==> config.mk <==
export PLATFORM = sky130hd
export DESIGN_NAME = outstanding_request_tracker_unit
export DESIGN_NICKNAME = d
export VERILOG_FILES = /design/src/rtl/core/ortrk_pkg.sv /design/src/rtl/core/outstanding_request_tracker_unit.sv
export SDC_FILE = /design/constraint.sdc
export NUM_CORES = 1
export LEC_CHECK = 0
export ABC_AREA = 0
export CAP_MARGIN = 25
export CORE_MARGIN = 4
export CORE_UTILIZATION = 60
export DETAILED_ROUTE_END_ITERATION = 12
export DONT_BUFFER_PORTS = 1
export GPL_TIMING_DRIVEN = 0
export HOLD_SLACK_MARGIN = 0.06
export PLACE_DENSITY = 0.82
export SYNTH_ARGS = -nofsm -noshare
export SYNTH_HDL_FRONTEND = slang
export SYNTH_SLANG_ARGS = --single-unit
export TNS_END_PERCENT = 20
==> constraint.sdc <==
create_clock -name clk -period 9 [get_ports clk]
set_clock_uncertainty 0.2 [all_clocks]
set_input_delay 0.45 -clock clk [delete_from_list [all_inputs] [get_ports clk]]
set_output_delay 0.45 -clock clk [all_outputs]
set_load 0.005 [all_outputs]
==> src/rtl/core/ortrk_pkg.sv <==
// ----------------------------------------------------------------------------
// ortrk_pkg
// Types and codes shared by the outstanding request tracker.
// ----------------------------------------------------------------------------
package ortrk_pkg;

  localparam int ID_W      = 16;
  localparam int HDL_W     = 16;
  localparam int STAMP_W   = 32;
  localparam int TMO_W     = 16;
  localparam int MAX_RES   = 16;
  localparam int NRES_W    = $clog2(MAX_RES + 1);
  localparam logic [ID_W-1:0] ID_RESET  = 16'd1;
  localparam logic [TMO_W-1:0] TMO_RESET = 16'd10;

  typedef enum logic [2:0] {
    CMD_ADD     = 3'd0,
    CMD_TAKE    = 3'd1,
    CMD_MARK    = 3'd2,
    CMD_RESP    = 3'd3,
    CMD_LOOKUP  = 3'd4,
    CMD_TICK    = 3'd5,
    CMD_SWEEP   = 3'd6,
    CMD_RELEASE = 3'd7
  } cmd_t;

  typedef enum logic [1:0] {
    KIND_REPLY   = 2'd0,
    KIND_COMPL   = 2'd1,
    KIND_TIMEOUT = 2'd2
  } kind_t;

  typedef enum logic [2:0] {
    STAT_OK       = 3'd0,
    STAT_FULL     = 3'd1,
    STAT_NOTFOUND = 3'd2,
    STAT_WRONG    = 3'd3,
    STAT_NONE     = 3'd4
  } status_t;

  typedef enum logic [1:0] {
    SLOT_QUEUED  = 2'd0,
    SLOT_PENDING = 2'd1,
    SLOT_DONE    = 2'd2,
    SLOT_TIMEOUT = 2'd3
  } slot_st_t;

  typedef enum logic [1:0] {
    ST_IDLE,
    ST_SCAN,
    ST_DONE
  } fsm_t;

  typedef struct packed {
    kind_t            kind;
    status_t          status;
    logic [ID_W-1:0]  id;
    logic [HDL_W-1:0] handle;
    logic [ID_W-1:0]  next_id;
    logic             last;
  } res_t;

  function automatic res_t mk_res(kind_t k, status_t s, logic [ID_W-1:0] id,
                                  logic [HDL_W-1:0] h, logic [ID_W-1:0] nid,
                                  logic lst);
    res_t r;
    r.kind    = k;
    r.status  = s;
    r.id      = id;
    r.handle  = h;
    r.next_id = nid;
    r.last    = lst;
    return r;
  endfunction

endpackage

==> src/rtl/core/outstanding_request_tracker_unit.sv <==
// ----------------------------------------------------------------------------
// outstanding_request_tracker_unit
// Slot table that follows requests from queued to pending to completed or
// timed out, scanned one slot per cycle by a shared compare unit.
// ----------------------------------------------------------------------------
//  channel   ports                                   handshake
//  command   in_cmd, in_req_id, in_payload           start && !busy
//  result    out_kind .. out_last                    out_strobe, one cycle
//  config    cfg_wr_data                             cfg_wr_en
//
//  tick goes straight to the finish state; other commands first scan, one
//  slot read per cycle through the table's single read port, then finish:
//  reply, and update the chosen slot if the command changes one. results
//  are registered and appear in the cycle after they are decided; a sweep
//  can put out one timeout beat per cycle of its scan. reset is synchronous;
//  valid bits clear at once, no memory clearing pass. results never stall.
// ----------------------------------------------------------------------------
module outstanding_request_tracker_unit
  import ortrk_pkg::*;
#(
  parameter int SLOTS = 16
) (
  input  logic              clk,
  input  logic              rst_n,
  input  logic              start,
  output logic              busy,
  input  logic [2:0]        in_cmd,
  input  logic [ID_W-1:0]   in_req_id,
  input  logic [HDL_W-1:0]  in_payload,
  output logic              out_strobe,
  output logic [1:0]        out_kind,
  output logic [2:0]        out_status,
  output logic [ID_W-1:0]   out_id_out,
  output logic [HDL_W-1:0]  out_handle_out,
  output logic [ID_W-1:0]   out_next_id_now,
  output logic              out_last,
  input  logic              cfg_wr_en,
  input  logic [TMO_W-1:0]  cfg_wr_data
);

  localparam int IDX_W = (SLOTS > 1) ? $clog2(SLOTS) : 1;
  localparam int CNT_W = $clog2(SLOTS + 1);
  localparam logic [CNT_W-1:0] CNT_END = CNT_W'(SLOTS);

  // slot memories
  logic [ID_W-1:0]    mem_id    [SLOTS];
  slot_st_t           mem_st    [SLOTS];
  logic [STAMP_W-1:0] mem_stamp [SLOTS];
  logic [HDL_W-1:0]   mem_hdl   [SLOTS];

  logic [ID_W-1:0]    rd_id_r;
  slot_st_t           rd_st_r;
  logic [STAMP_W-1:0] rd_stamp_r;
  logic [HDL_W-1:0]   rd_hdl_r;

  fsm_t               state_r, state_nxt;
  cmd_t               cmd_r, cmd_nxt;
  logic [ID_W-1:0]    rid_r, rid_nxt;
  logic [HDL_W-1:0]   pay_r, pay_nxt;
  logic [CNT_W-1:0]   cnt_r, cnt_nxt;
  logic               ev_v_r, ev_v_nxt;
  logic [IDX_W-1:0]   ev_idx_r, ev_idx_nxt;
  logic               hit_r, hit_nxt;
  logic [IDX_W-1:0]   hit_idx_r, hit_idx_nxt;
  slot_st_t           hit_st_r, hit_st_nxt;
  logic [ID_W-1:0]    hit_id_r, hit_id_nxt;
  logic [HDL_W-1:0]   hit_hdl_r, hit_hdl_nxt;
  logic               aux_r, aux_nxt;
  logic [NRES_W-1:0]  n_r, n_nxt;
  logic               hold_v_r, hold_v_nxt;
  logic [ID_W-1:0]    hold_id_r, hold_id_nxt;
  logic [SLOTS-1:0]   valid_r, valid_nxt;
  logic [ID_W-1:0]    id_cnt_r, id_cnt_nxt;
  logic [STAMP_W-1:0] time_r, time_nxt;
  logic [TMO_W-1:0]   tmo_r;
  logic               out_strobe_r, out_strobe_nxt;
  res_t               out_r, out_nxt;

  // memory write controls
  logic               wr_add;
  logic               wr_st_en;
  logic               wr_stamp_en;
  slot_st_t           wr_st;
  logic [IDX_W-1:0]   wr_idx;

  // shared compare unit
  logic               ev_slot_v;
  logic               id_eq;
  logic [STAMP_W-1:0] age;
  logic               overdue;
  logic               prim;

  assign ev_slot_v = valid_r[ev_idx_r];
  assign id_eq     = (rd_id_r == rid_r);
  assign age       = time_r - rd_stamp_r;
  assign overdue   = age > {{(STAMP_W-TMO_W){1'b0}}, tmo_r};

  always_comb begin
    case (cmd_r)
      CMD_ADD:  prim = !ev_slot_v;
      CMD_TAKE: prim = ev_slot_v && (rd_st_r == SLOT_QUEUED);
      CMD_RESP: prim = ev_slot_v && id_eq && (rd_st_r == SLOT_PENDING);
      default:  prim = ev_slot_v && id_eq;
    endcase
  end

  assign busy = (state_r != ST_IDLE);

  always_comb begin
    state_nxt      = state_r;
    cmd_nxt        = cmd_r;
    rid_nxt        = rid_r;
    pay_nxt        = pay_r;
    cnt_nxt        = cnt_r;
    ev_v_nxt       = 1'b0;
    ev_idx_nxt     = ev_idx_r;
    hit_nxt        = hit_r;
    hit_idx_nxt    = hit_idx_r;
    hit_st_nxt     = hit_st_r;
    hit_id_nxt     = hit_id_r;
    hit_hdl_nxt    = hit_hdl_r;
    aux_nxt        = aux_r;
    n_nxt          = n_r;
    hold_v_nxt     = hold_v_r;
    hold_id_nxt    = hold_id_r;
    valid_nxt      = valid_r;
    id_cnt_nxt     = id_cnt_r;
    time_nxt       = time_r;
    out_strobe_nxt = 1'b0;
    out_nxt        = out_r;
    wr_add         = 1'b0;
    wr_st_en       = 1'b0;
    wr_stamp_en    = 1'b0;
    wr_st          = SLOT_QUEUED;
    wr_idx         = hit_idx_r;

    case (state_r)
      ST_IDLE: begin
        if (start) begin
          cmd_nxt    = cmd_t'(in_cmd);
          rid_nxt    = in_req_id;
          pay_nxt    = in_payload;
          cnt_nxt    = '0;
          hit_nxt    = 1'b0;
          aux_nxt    = 1'b0;
          n_nxt      = '0;
          hold_v_nxt = 1'b0;
          state_nxt  = (cmd_t'(in_cmd) == CMD_TICK) ? ST_DONE : ST_SCAN;
        end
      end

      ST_SCAN: begin
        if (cnt_r != CNT_END) begin
          ev_v_nxt   = 1'b1;
          ev_idx_nxt = cnt_r[IDX_W-1:0];
          cnt_nxt    = cnt_r + 1'b1;
        end else begin
          state_nxt = ST_DONE;
        end
        if (ev_v_r) begin
          if (!hit_r && prim) begin
            hit_nxt     = 1'b1;
            hit_idx_nxt = ev_idx_r;
            hit_st_nxt  = rd_st_r;
            hit_id_nxt  = rd_id_r;
            hit_hdl_nxt = rd_hdl_r;
          end
          if (ev_slot_v && id_eq) begin
            aux_nxt = 1'b1;
          end
          // sweep: hold back the newest timeout so the final one carries last
          if (cmd_r == CMD_SWEEP && ev_slot_v && rd_st_r == SLOT_PENDING && overdue
              && n_r < NRES_W'(MAX_RES)) begin
            wr_st_en    = 1'b1;
            wr_st       = SLOT_TIMEOUT;
            wr_idx      = ev_idx_r;
            n_nxt       = n_r + 1'b1;
            hold_v_nxt  = 1'b1;
            hold_id_nxt = rd_id_r;
            if (hold_v_r) begin
              out_strobe_nxt = 1'b1;
              out_nxt = mk_res(KIND_TIMEOUT, STAT_OK, hold_id_r, '0, id_cnt_r, 1'b0);
            end
          end
        end
      end

      ST_DONE: begin
        state_nxt      = ST_IDLE;
        out_strobe_nxt = 1'b1;
        case (cmd_r)
          CMD_ADD: begin
            if (hit_r) begin
              id_cnt_nxt           = id_cnt_r + 1'b1;
              valid_nxt[hit_idx_r] = 1'b1;
              wr_add               = 1'b1;
              wr_st_en             = 1'b1;
              wr_stamp_en          = 1'b1;
              wr_st                = SLOT_QUEUED;
              out_nxt = mk_res(KIND_REPLY, STAT_OK, id_cnt_r, '0, id_cnt_r + 1'b1, 1'b1);
            end else begin
              out_nxt = mk_res(KIND_REPLY, STAT_FULL, '0, '0, id_cnt_r, 1'b1);
            end
          end
          CMD_TAKE: begin
            if (hit_r) out_nxt = mk_res(KIND_REPLY, STAT_OK, hit_id_r, hit_hdl_r,
                                        id_cnt_r, 1'b1);
            else       out_nxt = mk_res(KIND_REPLY, STAT_NONE, '0, '0, id_cnt_r, 1'b1);
          end
          CMD_MARK: begin
            if (!hit_r) begin
              out_nxt = mk_res(KIND_REPLY, STAT_NOTFOUND, '0, '0, id_cnt_r, 1'b1);
            end else if (hit_st_r != SLOT_QUEUED) begin
              out_nxt = mk_res(KIND_REPLY, STAT_WRONG, '0, '0, id_cnt_r, 1'b1);
            end else begin
              wr_st_en    = 1'b1;
              wr_stamp_en = 1'b1;
              wr_st       = SLOT_PENDING;
              out_nxt = mk_res(KIND_REPLY, STAT_OK, rid_r, '0, id_cnt_r, 1'b1);
            end
          end
          CMD_RESP: begin
            if (hit_r) begin
              wr_st_en = 1'b1;
              wr_st    = SLOT_DONE;
              out_nxt  = mk_res(KIND_COMPL, STAT_OK, rid_r, pay_r, id_cnt_r, 1'b1);
            end else if (aux_r) begin
              out_nxt = mk_res(KIND_REPLY, STAT_WRONG, '0, '0, id_cnt_r, 1'b1);
            end else begin
              out_nxt = mk_res(KIND_REPLY, STAT_NOTFOUND, '0, '0, id_cnt_r, 1'b1);
            end
          end
          CMD_LOOKUP: begin
            if (hit_r) out_nxt = mk_res(KIND_REPLY, STAT_OK, rid_r, hit_hdl_r,
                                        id_cnt_r, 1'b1);
            else       out_nxt = mk_res(KIND_REPLY, STAT_NOTFOUND, '0, '0, id_cnt_r, 1'b1);
          end
          CMD_TICK: begin
            time_nxt = time_r + 1'b1;
            out_nxt  = mk_res(KIND_REPLY, STAT_OK, '0, '0, id_cnt_r, 1'b1);
          end
          CMD_SWEEP: begin
            if (hold_v_r) out_nxt = mk_res(KIND_TIMEOUT, STAT_OK, hold_id_r, '0,
                                           id_cnt_r, 1'b1);
            else          out_nxt = mk_res(KIND_REPLY, STAT_NONE, '0, '0, id_cnt_r, 1'b1);
          end
          default: begin
            if (hit_r) begin
              valid_nxt[hit_idx_r] = 1'b0;
              out_nxt = mk_res(KIND_REPLY, STAT_OK, rid_r, '0, id_cnt_r, 1'b1);
            end else begin
              out_nxt = mk_res(KIND_REPLY, STAT_NOTFOUND, '0, '0, id_cnt_r, 1'b1);
            end
          end
        endcase
      end

      default: begin
        state_nxt = ST_IDLE;
      end
    endcase
  end

  // slot table: one write port, one registered read port driven by the scan
  always_ff @(posedge clk) begin
    if (wr_add) begin
      mem_id[wr_idx]  <= id_cnt_r;
      mem_hdl[wr_idx] <= pay_r;
    end
    if (wr_st_en) begin
      mem_st[wr_idx] <= wr_st;
    end
    if (wr_stamp_en) begin
      mem_stamp[wr_idx] <= time_r;
    end
    rd_id_r    <= mem_id[cnt_r[IDX_W-1:0]];
    rd_st_r    <= mem_st[cnt_r[IDX_W-1:0]];
    rd_stamp_r <= mem_stamp[cnt_r[IDX_W-1:0]];
    rd_hdl_r   <= mem_hdl[cnt_r[IDX_W-1:0]];
  end

  always_ff @(posedge clk) begin
    if (!rst_n) begin
      state_r      <= ST_IDLE;
      ev_v_r       <= 1'b0;
      hit_r        <= 1'b0;
      aux_r        <= 1'b0;
      n_r          <= '0;
      hold_v_r     <= 1'b0;
      valid_r      <= '0;
      id_cnt_r     <= ID_RESET;
      time_r       <= '0;
      tmo_r        <= TMO_RESET;
      out_strobe_r <= 1'b0;
      cnt_r        <= '0;
    end else begin
      state_r      <= state_nxt;
      ev_v_r       <= ev_v_nxt;
      hit_r        <= hit_nxt;
      aux_r        <= aux_nxt;
      n_r          <= n_nxt;
      hold_v_r     <= hold_v_nxt;
      valid_r      <= valid_nxt;
      id_cnt_r     <= id_cnt_nxt;
      time_r       <= time_nxt;
      out_strobe_r <= out_strobe_nxt;
      cnt_r        <= cnt_nxt;
      if (cfg_wr_en) begin
        tmo_r <= cfg_wr_data;
      end
    end
  end

  always_ff @(posedge clk) begin
    cmd_r       <= cmd_nxt;
    rid_r       <= rid_nxt;
    pay_r       <= pay_nxt;
    ev_idx_r    <= ev_idx_nxt;
    hit_idx_r   <= hit_idx_nxt;
    hit_st_r    <= hit_st_nxt;
    hit_id_r    <= hit_id_nxt;
    hit_hdl_r   <= hit_hdl_nxt;
    hold_id_r   <= hold_id_nxt;
    out_r       <= out_nxt;
  end

  assign out_strobe      = out_strobe_r;
  assign out_kind        = out_r.kind;
  assign out_status      = out_r.status;
  assign out_id_out      = out_r.id;
  assign out_handle_out  = out_r.handle;
  assign out_next_id_now = out_r.next_id;
  assign out_last        = out_r.last;

  // a command beat always leaves the block busy on the next cycle
  a_accept_busy: assert property (@(posedge clk) disable iff (!rst_n)
    (start && !busy) |=> busy)
    else $error("accepted command did not start");

  // only a sweep gives more than one beat, and those are timeouts
  a_multi_timeout: assert property (@(posedge clk) disable iff (!rst_n)
    (out_strobe && !out_last) |-> (out_kind == KIND_TIMEOUT))
    else $error("non-final beat that is not a timeout");

  // sweep never marks more slots than the result limit
  a_sweep_limit: assert property (@(posedge clk) disable iff (!rst_n)
    n_r <= NRES_W'(MAX_RES))
    else $error("sweep exceeded result limit");

  // the final beat of a command is produced as the block returns to idle
  a_last_idle: assert property (@(posedge clk) disable iff (!rst_n)
    (out_strobe && out_last) |-> !busy)
    else $error("final beat while still busy");

endmodule
Word-level counts from Yosys, hierarchy flattened
Memory sizes are Yosys's and may differ from the RTL's. A register that Yosys moved wholly into a read port is not among the register bits.
Index checks and enable logic that the tools add are counted.
{ "totals": {"ff_bits": 244, "ramBits": 1056, "input_bits": 55, "wordCells": 173, "n_memories": 4} }
{ "mem_list": {"columns": ["memory", "words", "width", "rd", "rd_ports_with_merged_regs", "wr", "line_no", "source"], "rows": [
  ["mem_stamp", 16, 32, 1, 1, 1, "outstanding_request_tracker_unit.sv:48", "logic [STAMP_W-1:0] mem_stamp [SLOTS];"],
  ["mem_hdl", 16, 16, 1, 1, 1, "outstanding_request_tracker_unit.sv:49", "logic [HDL_W-1:0] mem_hdl [SLOTS];"],
  ["mem_id", 16, 16, 1, 1, 1, "outstanding_request_tracker_unit.sv:46", "logic [ID_W-1:0] mem_id [SLOTS];"],
  ["mem_st", 16, 2, 1, 1, 1, "outstanding_request_tracker_unit.sv:47", "slot_st_t mem_st [SLOTS];"]
]} }
{ "op_classes": {"n_addsub": 5, "order_cmp": 5, "eq_ne": 20, "muxes": 74, "n_bitwise": 4, "reduce_logical": 34} }
{ "ops": {"columns": ["operator", "count"], "rows": [
  ["one-hot mux 54 bit (7 select lines)", 1],
  ["two-way mux 54 bit", 4],
  ["two-way mux 51 bit", 4],
  ["one-hot mux 54 bit (2 select lines)", 1],
  ["two-way mux 50 bit", 2],
  ["two-way mux 53 bit", 1],
  ["two-way mux 52 bit", 1],
  ["adder 32 x 1 -> 32 bit, second input constant", 1],
  ["> comparator 32 x 16 -> 1 bit", 1],
  ["two-way mux 16 bit", 2],
  ["one-hot mux 16 bit (2 select lines)", 1],
  ["subtractor 32 bit", 1],
  ["two-way mux 1 bit", 29],
  ["two-way mux 5 bit", 4],
  ["one-hot mux 5 bit (2 select lines)", 2],
  ["adder 16 x 1 -> 16 bit, second input constant", 1],
  ["bitwise AND 16 bit", 1],
  ["equality test 16 bit", 1],
  ["inequality test 2 bit, second input constant", 8],
  ["NOT 16 bit", 1],
  ["OR 16 bit", 1],
  ["AND reduction 4 bit", 4],
  ["AND reduction 3 bit", 5],
  ["one-hot mux 1 bit (2 select lines)", 7],
  ["25 further kinds", 58]
]} }

Longest topological paths before layout
Gate-level depths: netlist of run 1.
{ "depth": {"word_depth": 11, "mapped_depth": 23, "mapped_depth_nobuf": 22} }

Worst setup path after synthesis of run 1
No wires, ideal clock.
{ "synth_path": {"path_kind": "reg2reg", "from": "register time_r[0]", "to": "register out_r (netlist bit out_handle_out[0]), enable pin", "setup_ns": 0.923, "t_arrival_ns": 5.983, "slack_ns": 1.895, "path_stages_with_launch": 22, "path_buffers": 1, "period_less_slack_ns": 7.105, "path_cell_list": "dfxtp_1 > inv_1 > ha_1 > fa_1 > nor2b_1 > o2111ai_2 > a211oi_1 > nor3_1 > xnor2_1 > ha_1 > nand4_1 > nor2_1 > a221o_1 > o31a_1 > o21bai_1 > a2111oi_0 > and4_1 > and3_1 > buf_6 > nor3_4 > nand2_1 > o21ai_0"} }
{ "synth_between": {"elab_chain_cells": 6} }
{ "synth_lines": {"columns": ["element", "line_no", "source"], "rows": [
  ["from (decl)", "outstanding_request_tracker_unit.sv:74", "logic [STAMP_W-1:0] time_r, time_nxt;"],
  ["from (signal assigned)", "outstanding_request_tracker_unit.sv:305", "time_r <= time_nxt;"],
  ["subtractor 32 bit", "outstanding_request_tracker_unit.sv:95", "assign age = time_r - rd_stamp_r;"],
  ["> comparator 32 x 16 -> 1 bit", "outstanding_request_tracker_unit.sv:96", "assign overdue = age > {{(STAMP_W-TMO_W){1'b0}}, tmo_r};"],
  ["logical AND 1 bit", "outstanding_request_tracker_unit.sv:172", "if (cmd_r == CMD_SWEEP && ev_slot_v && rd_st_r == SLOT_PENDING && overdue"],
  ["logical AND 1 bit", "outstanding_request_tracker_unit.sv:173", "&& n_r < NRES_W'(MAX_RES)) begin"],
  ["inequality test 2 bit (no line)", null, null],
  ["AND reduction 4 bit (no line)", null, null],
  ["to (signal assigned)", "outstanding_request_tracker_unit.sv:324", "out_r <= out_nxt;"],
  ["to (decl)", "outstanding_request_tracker_unit.sv:77", "res_t out_r, out_nxt;"]
]} }
Every way passes these cells.
A chain may end at the register's enable or synchronous reset.

Worst setup path in the final report of run 1
{ "layout_path": {"from": "register time_r[0]", "to": "memory mem_stamp[4][4], enable pin"} }
{ "layout_between": {"elab_chain_cells": 7} }
{ "layout_lines": {"columns": ["element", "line_no", "source"], "rows": [
  ["subtractor 32 bit", "outstanding_request_tracker_unit.sv:95", null],
  ["> comparator 32 x 16 -> 1 bit", "outstanding_request_tracker_unit.sv:96", null],
  ["logical AND 1 bit", "outstanding_request_tracker_unit.sv:172", null],
  ["logical AND 1 bit", "outstanding_request_tracker_unit.sv:173", null],
  ["two-way mux 4 bit", "outstanding_request_tracker_unit.sv:172", null],
  ["two-way mux 4 bit", "outstanding_request_tracker_unit.sv:160", "if (ev_v_r) begin"],
  ["two-way mux 4 bit", "outstanding_request_tracker_unit.sv:137", "case (state_r)"],
  ["to (decl)", "outstanding_request_tracker_unit.sv:48", null]
]} }
Every way passes these cells.

==> run metrics, run 1 <==
crit-path most repeated cell ha_1; Endpoint, Worst Hold tmo_r[15]; Inst Count DP 4,107; 1st-iter DRT viols 5,635; Total Routing Usage GR 32.4%; ys flop type edfxtp_1; CP delay by family, top simple AND/OR/NAND/NOR gates; Post-DP Area 56,900 um^2; core footprint 88,800 um^2; fmax 117 MHz; Yosys reg bits 1,366; Ys Warns 0; CP bufs+invs 2; Final Hold Violating Endpoints 0; reg-to-reg endpoint mem_stamp[4][4]; PortBufs 0; PD cells 212 nW/um^2; DP Worst Slack 0.917 ns; WP data required 9.22 ns; Final #Nets 3,264; Skew-Pair Late Insertion Delay 0.75 ns; Hold Path Depth 3; DR WL/cell 34.5 um; Post-synth EDFFs 1,203; worst hold path class in2reg; R2R Setup Slk 0.46 ns; CP peak stage delay 1.00 ns; ys async rst share 0%; synth-to-layout area growth 15.0%; crit-path max FO 20; Setup-failing EPs final 0; H-tree depth 4; RSZ-0062 raised after global routing false; Slew @ Worst Pin 1.16 ns; WP depth 21; Slew Viols, Final 0; worst path cell trace inv_1, ha_1, fa_1, nor2b_1, o2111ai_2, a211oi_1, nor3_1, xnor2_1, ha_1, nand4_1, nor2_1, a221o_1, o31a_1, o21bai_1, a2111oi_0, and4_1, a31oi_4, mux2i_1, nand2_1, nor2_4, buf_12; Fin Setup TNS 0 ns; commonest non-fill, non-tap cell in the layout edfxtp_1; total gr overflow 0; post-synth top area share 67.0%; Via Count 31,500; CTS Sinks 1,366; Yosys cell types 81; Clock Pin Slew Worst Setup and Hold Paths 0.06 ns; Cells after Synth 2,874; RR Startpoint time_r[0]; # rows 109; Die Footprint 94,800 um^2; DRC Markers 0; Hold Buf Count CTS 60; first-pass GRT wire length 219,000 um; commonest non-fill, non-tap cells in the layout 1,203 x edfxtp_1, 335 x mux4_2, 163 x dfxtp_1, 143 x nor2_1, 134 x clkbuf_16; crit path launch type flop; initial antenna violation count 2; post-CTS setup buffers 0; final WL 153,000 um; post-route ant nets 0; drt pass-1 iters 6; post-CTS sizing 0; I/O pin count 111; cell depth of the worst flop-to-flop path 21; CP arrival 8.75 ns; final core occ 69.9%; layout cells sized above 1 21.4%; Finished Layout Cells 4,422; Vias/cell 7.12; Root Driver clkbuf_16; Final Cycle Share 94.8%; Area contributors post-synth edfxtp_1 67%, mux4_2 14%, dfxtp_1 6.0%; Worst VDD drop 0.000248 V; fin area 62,000 um^2; MaxCap Viol Count 0; CTS Buffer Depth 3; syn nets 2,986; Post-Syn Area per Cell 18.8 um^2; Synth Cell Area 53,900 um^2; CTS buffer count 131; Worst slew margin 22.3%; fin worst setup slack 0.465 ns; CTS tree yes; hold path start cfg_wr_en; Tmin final 8.54 ns; GP Congestion 0.899; vias in the first global route 31,800; status finished clean; crit path max-delay cell type nor2_4; leakage power 19.8 nW; endpoint class of the critical path flop; largest net degree at the start of global routing 32; DP HPWL 90,300 um; crit path kind reg2reg; die height 308 um; Seq/Total Area, Yosys 73.0%; Synth area leader edfxtp_1; chip width 308 um; Starting Density 60.8%
==> registers in the layout (all words and copies together) (netlist names), 4 cells and up, named ones only <==
name and count:
mem_stamp 512, mem_hdl 256, mem_id 256, mem_st 32, rd_stamp_r 32, time_r 32, hit_hdl_r 16, hit_id_r 16
hold_id_r 16, id_cnt_r 16, out_handle_out 16, out_id_out 16, out_next_id_now 16, pay_r 16, rd_hdl_r 16, rd_id_r 16
rid_r 16, tmo_r 16, cnt_r 5, n_r 5, ev_idx_r 4, hit_idx_r 4
==> kinds of logic (layout without fill, tap and decap cells) <==
| group | after synthesis | after routing | share of synthesized area (%) |
|---|---|---|---|
| AOI/OAI and AO/OA | 300 | 300 | 3.83 |
| xor gates and xnor gates | 80 | 80 | 1.30 |
| adders and majority gates | 57 | 57 | 1.34 |
| buffers and inverters | 207 | 589 | 1.48 |
| DFF | 1366 | 1366 | 73.0 |
| muxes | 368 | 368 | 14.6 |
| other | 0 | 1 | 0 |
| and+or+nand+nor | 496 | 496 | 4.40 |
==> area by class of cell <==
type / count / area, um^2
antenna: 1 / 2.50
buffer: 133 / 520
clock buffer: 170 / 3610
clock inverter: 67 / 718
fill: 4969 / 26800
inverter: 74 / 278
multi-input combinational: 1301 / 14000
sequential: 1366 / 39400
tap: 1165 / 1460
timing repair buffer: 145 / 2020
==> how the worst max path moves through the flow <==
stage                   start                 to
floorplan           time_r[0]  out_handle_out[0]
global placement    time_r[0]    mem_stamp[6][8]
detailed placement  time_r[0]    mem_stamp[4][8]
CTS                 time_r[0]    mem_stamp[4][4]
global route        time_r[0]    mem_stamp[4][4]
finish              time_r[0]    mem_stamp[4][4]
==> per-stage QoR <==
| stage | total power, mW | hold slack [ns] |
|---|---|---|
| 2_1_floorplan | 7.39 | 0.186 |
| 3_3_place_gp | 7.53 | 0.187 |
| 3_5_place_dp | 7.58 | 0.189 |
| 4_1_cts | 13.1 | 0.0611 |
| 5_1_grt | 13.5 | 0.111 |
| 6_report | 13.1 | 0.106 |
==> worst min-delay path, cell delays in order <==
cell and delay [ns]:
clkbuf_1 0.26, mux2i_1 0.20, nor2_1 0.08
==> Yosys cell counts (10+ instances only) <==
master	number
xor2_1	33
inv_1	72
a21o_1	12
a22oi_1	51
or3_1	15
dfxtp_1	163
nand3_1	34
o221ai_1	17
buf_1	21
clkbuf_1	105
a21oi_1	69
nand4_1	39
o21a_1	10
and2_1	22
ha_1	56
nor3_1	39
xnor2_1	47
nand2_1	109
a31oi_1	10
mux2i_1	24
o21ai_0	59
edfxtp_1	1203
nor2_1	175
o211ai_1	13
mux4_2	335
nand2b_1	15
==> layer usage <==
metal	global-route usage [%]	wire length [um]
met1	43.2	51700
met2	51.3	72800
met3	7.83	19700
met4	15.3	8500
met5	0	0
==> report_power, final <==
group	leakage, nW	switching [mW]	internal, mW
Sequential	12.6	0.0760	6.90
Clock	2.13	2.44	3.20
Combinational	5.09	0.303	0.217
No activity file was read; power rests on OpenSTA's default activity.
==> run 2, diff against run 1 <==
- PLACE_DENSITY: 0.82 -> 0.76
- TNS_END_PERCENT: 20 -> 50
==> run 2 against run 1 <==
Compared with the run above:
- largest cell class unchanged
- sequential cell count is the same
- global-route usage shrank 3.0 points
- total power shrank 1.0%
- setup slack gained 0.48 ns
- utilization is essentially flat
==> run metrics, run 2 (same netlist as run 1, synthesis figures left out) <==
H-tree depth 4; Root Driver clkbuf_16; GP Congestion 0.936; DRC Markers 0; final core occ 69.8%; worst hold path class in2reg; Slew Viols, Final 0; Fillers 5,159; chip width 308 um; CTS Buffer Depth 3; Final Cycle Share 89.5%; layout cells sized above 1 21.2%; PortBufs 0; MaxCap Viol Count 0; Clock Pin Slew Worst Setup and Hold Paths 0.06 ns; DR WL/cell 31.3 um; fmax 124 MHz; Tmin final 8.06 ns; crit path launch type flop; # rows 109; Hold Buf Count CTS 60; max FFs per register 512; crit path max-delay cell type dfxtp_1; CP delay by family, top simple AND/OR/NAND/NOR gates; post-route ant nets 0; Starting Density 60.8%; Total Routing Usage GR 29.4%; largest net degree at the start of global routing 32; Largest regs mem_stamp: 512 flops, mem_hdl: 256 flops, mem_id: 256 flops; total gr overflow 0; post-CTS setup buffers 0; final WL 139,000 um; antenna cell count 0; CP bufs+invs 4; first-pass GRT wire length 201,000 um; Final #Nets 3,267; PD cells 210 nW/um^2; initial antenna violation count 6; CP peak stage delay 0.75 ns; Slew @ Worst Pin 1.10 ns; Setup-failing EPs final 0; CTS buffer count 134; vias in the first global route 29,900; crit-path max FO 20; RSZ-0062 raised after global routing false; leakage power 19.8 nW; fin worst setup slack 0.941 ns; largest register by flop count mem_stamp; core footprint 88,800 um^2; Worst VDD drop 0.000196 V; I/O pin count 111; DP HPWL 87,700 um; Via Count 30,100; synth-to-layout area growth 14.9%; die height 308 um; Die Footprint 94,800 um^2; WP data required 9.22 ns; status finished clean; 1st-iter DRT viols 4,797; post-CTS sizing 0; DP Worst Slack 1.15 ns; Worst slew margin 26.5%; Final Hold Violating Endpoints 0; endpoint class of the critical path flop; CTS tree yes; worst path cell trace inv_1, ha_1, fa_1, nor2b_1, o2111ai_2, a211oi_1, nor3_1, xnor2_1, ha_1, nand4_1, nor3_1, a21boi_0, o31a_1, o21bai_1, a2111oi_0, and4_1, and3_1, buf_6, nor3_4, mux2i_1, buf_4, nor2_4, buf_12; Vias/cell 6.80; CTS Sinks 1,366; crit path kind reg2reg; commonest non-fill, non-tap cells in the layout 1,203 x edfxtp_1, 335 x mux4_2, 163 x dfxtp_1, 143 x nor2_1, 137 x clkbuf_1; CP arrival 8.28 ns; commonest non-fill, non-tap cell in the layout edfxtp_1; drt pass-1 iters 7; Skew-Pair Late Insertion Delay 0.74 ns
run 2: cell count changes in the layout (fill, tap and decap cells not counted), moves of 2 or more:
cell       before  now
clkinv_1       15   21
inv_16          2    4
buf_16          7    3
buf_12         28   32
bufinv_16      12    6
clkinv_4        2    0
buf_6          10   12
clkinv_2       25   17
clkbuf_8       12   20
clkbuf_1      129  137
run 2: final timing paths:
check	startpoint	to	slack (ns)	cells past startpoint
setup / recovery	time_r[0]	mem_stamp[4][5]	0.94	23
hold / removal	cfg_wr_en	tmo_r[15]	0.11	3
hold reg to reg	rd_hdl_r[7]	hit_hdl_r[7]	0.20	0
setup reg to reg	time_r[0]	mem_stamp[4][5]	0.94	23
run 2: per-stage QoR:
step / total power, mW / hold slack (ns) / instance area, um^2 / TNS, ns / instances
floorplan: 7.39 / 0.186 / 53900 / 0 / 2874
global placement: 7.53 / 0.186 / 55400 / -773.06 / 4039
detailed placement: 7.57 / 0.189 / 56800 / 0 / 4107
CTS: 13.0 / 0.0627 / 61800 / 0 / 4413
global route: 13.4 / 0.101 / 62000 / 0 / 4430
finish: 13.0 / 0.113 / 62000 / 0 / 4430
run 2: final cells by class:
class	count	area, um^2	area share [%]
tap	1165	1460	2.35
timing repair buffer	145	1990	3.21
buffer	133	520	0.840
sequential	1366	39400	63.5
multi-input combinational	1301	14000	22.6
clock buffer	186	3750	6.05
clock inverter	60	582	0.938
inverter	74	278	0.448
run 2: power by group:
part | switching [mW] | internal (mW) | total, mW
Sequential | 0.0704 | 6.91 | 6.98
Combinational | 0.287 | 0.217 | 0.505
Clock | 2.40 | 3.12 | 5.52
Total | 2.76 | 10.2 | 13.0
run 2: worst reg2reg max path, cell delays in order, from the launching register on:
cell and delay (ns):
dfxtp_1 0.75, inv_1 0.11, ha_1 0.24, fa_1 0.41, nor2b_1 0.22, o2111ai_2 0.24
a211oi_1 0.74, nor3_1 0.14, xnor2_1 0.17, ha_1 0.27, nand4_1 0.19, nor3_1 0.37
a21boi_0 0.34, o31a_1 0.33, o21bai_1 0.18, a2111oi_0 0.10, and4_1 0.33, and3_1 0.23
buf_6 0.14, nor3_4 0.50, mux2i_1 0.40, buf_4 0.28, nor2_4 0.54, buf_12 0.31
run 2: layer usage:
layer,wire length (um),vias to the layer above,track usage (%)
met1,52200,15500,41.8
met4,4290,8,9.42
met2,67100,2062,46.5
li1,-,12200,-
met5,59,-,0
met3,15100,330,6.20
